===== src/rtl/cmap_ram.sv =====
// cmap_ram: generic single-write, single-read memory with registered read
// no dependencies
`timescale 1ns / 1ps

module cmap_ram #(
  parameter int WIDTH = 16,
  parameter int DEPTH = 256
) (
  input  logic                     clk,
  input  logic                     we,
  input  logic [$clog2(DEPTH)-1:0] waddr,
  input  logic [WIDTH-1:0]         wdata,
  input  logic [$clog2(DEPTH)-1:0] raddr,
  output logic [WIDTH-1:0]         rdata
);

  logic [WIDTH-1:0] mem [DEPTH];

  always_ff @(posedge clk) begin
    if (we) begin
      mem[waddr] <= wdata;
    end
    rdata <= mem[raddr];
  end

endmodule


===== config.mk =====
export PLATFORM = sky130hd
export DESIGN_NAME = cmap_ram
export DESIGN_NICKNAME = d
export VERILOG_FILES = /design/src/rtl/cmap_ram.sv
export SDC_FILE = /design/constraint.sdc
export NUM_CORES = 2
export LEC_CHECK = 0
export BUFFER_PORTS_ARGS = -buffer_cell sky130_fd_sc_hd__buf_2
export CAP_MARGIN = 10
export CORE_ASPECT_RATIO = 0.7
export CORE_MARGIN = 5
export CORE_UTILIZATION = 31
export DETAILED_ROUTE_END_ITERATION = 8
export SYNTH_ARGS = -nofsm -noshare
export SYNTH_HDL_FRONTEND = slang
export SYNTH_SLANG_ARGS = --single-unit

===== constraint.sdc =====
create_clock -name clk -period 3.5 [get_ports clk]
set_clock_uncertainty 0.2 [all_clocks]
set_input_delay 0.175 -clock clk [delete_from_list [all_inputs] [get_ports clk]]
set_output_delay 0.175 -clock clk [all_outputs]
set_load 0.05 [all_outputs]

Word level (Yosys, flattened, before mapping)
Memory sizes are Yosys's and may differ from the RTL's. A register that Yosys moved wholly into a read port is not among the register bits.
Index checks and enable logic that the tools add are counted.
- flip-flop bits (word level): 0
- bits in writable memories: 4096
- bits of input ports: 34
- output and inout port bits: 16
- logic and storage cells: 3
- memories: 1
- memories (memory ; words ; bits a word ; read ports ; clocked after Yosys merged registers in ; wr ports ; RTL line ; text):
    mem ; 256 ; 16 ; 1 ; 1 ; 1 ; 17 ; logic [WIDTH-1:0] mem [DEPTH];
- mux-type cells: 2
- operator list (kind ; count):
    $mux W1 ; 2

Logic depth before layout (Yosys ltp)
- depth after elaboration: 2
- mapped depth: 12

Worst setup path after synthesis
Ideal clock, no wire load.
- path type: in2reg
- start: in waddr[3]
- end: mem mem[235][0], enable pin
- library setup time: 0.388 ns
- arrival time: 1.952 ns
- path slack: 0.960 ns
- stages on the path: 6
- buffers on the path: 3
- cell sequence: clkbuf_1 nor2b_1 clkbuf_1 nand4_1 clkbuf_1 nor2_1
- RTL lines (element ; RTL line ; text):
    start: declaration ; 11 ; input logic [$clog2(DEPTH)-1:0] waddr,
    end: declaration ; 17 ;
No word-level cell before the write port.

==> metrics.csv <==
stage,metric,value,unit
placement,gp_congestion,0.872,
timing,worst_slew_pin_slew,1.24,ns
floorplanning,die_w,865,um
timing,setup_slack,0.0500,ns
pwr,power,101000,uW
worst_hold_path,hp-class,in2reg,
grt,grt_pass1_vias,79800,
timing,finalHoldViolCount,0,
grt,gr-total-overflow,0,
pwr,leakage,0.0582,uW
synthesis,async_flop_share,0,
final_layout,utilization,0.363,
drt,drc,0,
grt,grt_pass1_wl,631000,um
setup_path,crit_arrival,4.08,ns
drt,routed-via-count,82000,
clock_tree,path_clk_slew,0.07,ns
timing,rsz0062_at_grt,false,
synthesis,ys_warn_count,0,
outcome,outcome,completed,
setup_path,worstPathRequired,4.13,ns
synthesis,ys.flop_type,edfxtp_1,
synthesis,syn-num-nets,7394,
placement,io_buffers,49,
final_layout,nNetsFinal,8180,
drt,drt-total-wl,451000,um
timing,max_freq,290,MHz
timing,period_needed,3.45,ns
floorplanning,die_y,609,um
setup_path,crit_fanout,21,
placement,pre_cts_ws,-0.810,ns
clock_tree,cts.path.max_buffers,4,
clock_tree,numCtsBuffers,371,
timing,slew_headroom,0.172,
clock_tree,cts_setup_buffers,0,
floorplanning,boundaryPins,50,
floorplanning,die_area,0.527,sq mm
clock_tree,htreeDepth,5,
pwr,power_density,546,mW/mm^2
floorplanning,initial_core_util,0.312,
placement,place_hpwl,283000,um
setup_path,critical_path_class,in2reg,
setup_path,endpoint_kind,flip-flop,
floorplanning,rows,219,
drt,wl_per_cell,29.7,um
setup_path,cp-start-kind,input pin,
synthesis,synthCells,7360,
drt,vias_per_cell,5.40,
grt,antenna_found_initial,38,
drt,drtIter0Drc,12600,
timing,finalCritPeriodShare,0.986,
synthesis,netlist_area,0.159,sq mm
final_layout,final_layout_size_suffix_gt1_frac,0.276,
timing,slew_violations,0,
clock_tree,cts_tree,built,
synthesis,synth_seq_cells,4112,
synthesis,synth_edf_count,4096,
job,drv_cap,0,
drt,dr.pass1.iters,6,
drt,ant_nets,0,
synthesis,yosysSeqAreaShare,0.777,
clock_tree,numClockSinks,4112,
final_layout,final_common_cell,edfxtp_1,
synthesis,yosysUniqueCellTypes,52,
final_layout,syn2layout_area_growth,16.4,%
pwr,peakVddDrop,0.454,mV
final_layout,final_cell_mix,"edfxtp_1, mux4_2, buf_4",
clock_tree,clock_latency,0.97,ns
floorplanning,coreArea,0.509,sq mm
grt,grt_use_total,0.166,
grt,grt_start_max_net_pins,122,
timing,setup_viol,0,
clock_tree,ctsRootBufferMaster,clkbuf_16,
synthesis,synth_area_per_cell,21.6,sq um
what timing repair did:
action                     in CTS  in global routing
setup endpoints to repair       0                  3
hold buffers                   30                  0
gates resized for setup         0                  3
hold endpoints to repair     4371                  0
per-stage QoR:
stage	instances	setup TNS [ns]	hold slack [ns]	area, sq um
global placement	14500	-5.35	0.277	172000
detailed placement	14500	-5.72	0.283	173000
floorplan	7360	0	0.0739	159000
global route	15200	0	0.101	185000
finish	15200	0	0.0703	185000
CTS	15200	0	0.0622	185000
cell usage after synthesis (4+ instances only):
master        n  area share
or2_2         4     0.00016
mux4_2      797        0.11
buf_6        77      0.0055
dfxtp_1      16      0.0020
buf_2        76      0.0024
o32ai_1      20      0.0011
buf_4        26      0.0012
a221oi_1     28      0.0015
buf_12        5     0.00063
a22o_1       32      0.0018
nor3_1       92      0.0029
nand3_1      35      0.0011
a2111oi_0     6     0.00033
a21oi_1     175      0.0055
nor2b_1       9     0.00035
nor4_1       17     0.00067
clkbuf_1    230      0.0054
o221ai_1    252       0.014
o31ai_1      16     0.00076
a211oi_1     18     0.00085
buf_8        11      0.0010
o21ai_0      37      0.0012
nand4_1      26      0.0010
a22oi_1      43      0.0020
a31oi_1       6     0.00024
and3_1       11     0.00043
buf_1        27     0.00064
nand2_1      38     0.00090
nor2_1      304      0.0072
mux2_2       88      0.0062
o22ai_1     148      0.0058
mux2i_1     565       0.036
edfxtp_1   4096        0.77
logic make-up (layout without fill, tap and decap cells):
| group | count (synthesis) | count (layout) | share of synthesized area |
|---|---|---|---|
| and+or+nand+nor | 556 | 556 | 0.0157 |
| muxes | 1450 | 1450 | 0.155 |
| other | 0 | 14 | 0 |
| DFF | 4112 | 4112 | 0.777 |
| buffers and inverters | 456 | 1542 | 0.0169 |
| AOI/OAI and AO/OA | 786 | 786 | 0.0354 |
final timing paths:
kind	cells past startpoint	startpoint	slack, ns	end
min	2	wdata[2]	0.07	mem[246][2]
max	11	raddr[1]	0.05	rdata[13]
max reg2reg	7	mem[217][13]	0.29	rdata[13]
min reg2reg	6	mem[99][2]	0.89	rdata[2]
per-layer routing:
layer / share of wire / up-vias / GRT usage / routed length, um
met1: 0.42 / 43700 / 0.250 / 191000
met5: 0.00011 / - / 0 / 50
met4: 0.023 / 8 / 0.0372 / 10400
met3: 0.13 / 612 / 0.0536 / 58700
li1: - / 32900 / - / -
met2: 0.42 / 4822 / 0.234 / 191000
area by class of cell:
cell class | count | area, sq um
tap | 6740 | 8430
antenna | 14 | 35.0
inverter | 4 | 27.5
multi-input combinational | 2792 | 32900
clock inverter | 215 | 2040
fill | 45900 | 325000
sequential | 4112 | 123000
clock buffer | 458 | 9820
timing repair buffer | 865 | 8100
critical path, stage by stage:
cell and delay, ns:
buf_8 0.18, buf_4 0.21, or2_4 0.40, buf_12 0.23, buf_4 0.23, o221ai_1 0.70, o32ai_1 0.17, buf_4 0.21
a21oi_1 0.46, nand4_1 0.55, nor4_1 0.43
sequential cells by signal, summed over array words and instances, names as in the netlist:
name,cells
mem,4096
rdata,16
power by group:
group | leakage (uW) | total (uW) | internal [uW] | switching [uW]
clock | 0.00581 | 40700 | 22600 | 18000
combinational | 0.0155 | 5810 | 2020 | 3790
sequential | 0.0369 | 54400 | 54300 | 105
(Power assumes the default switching activity.)
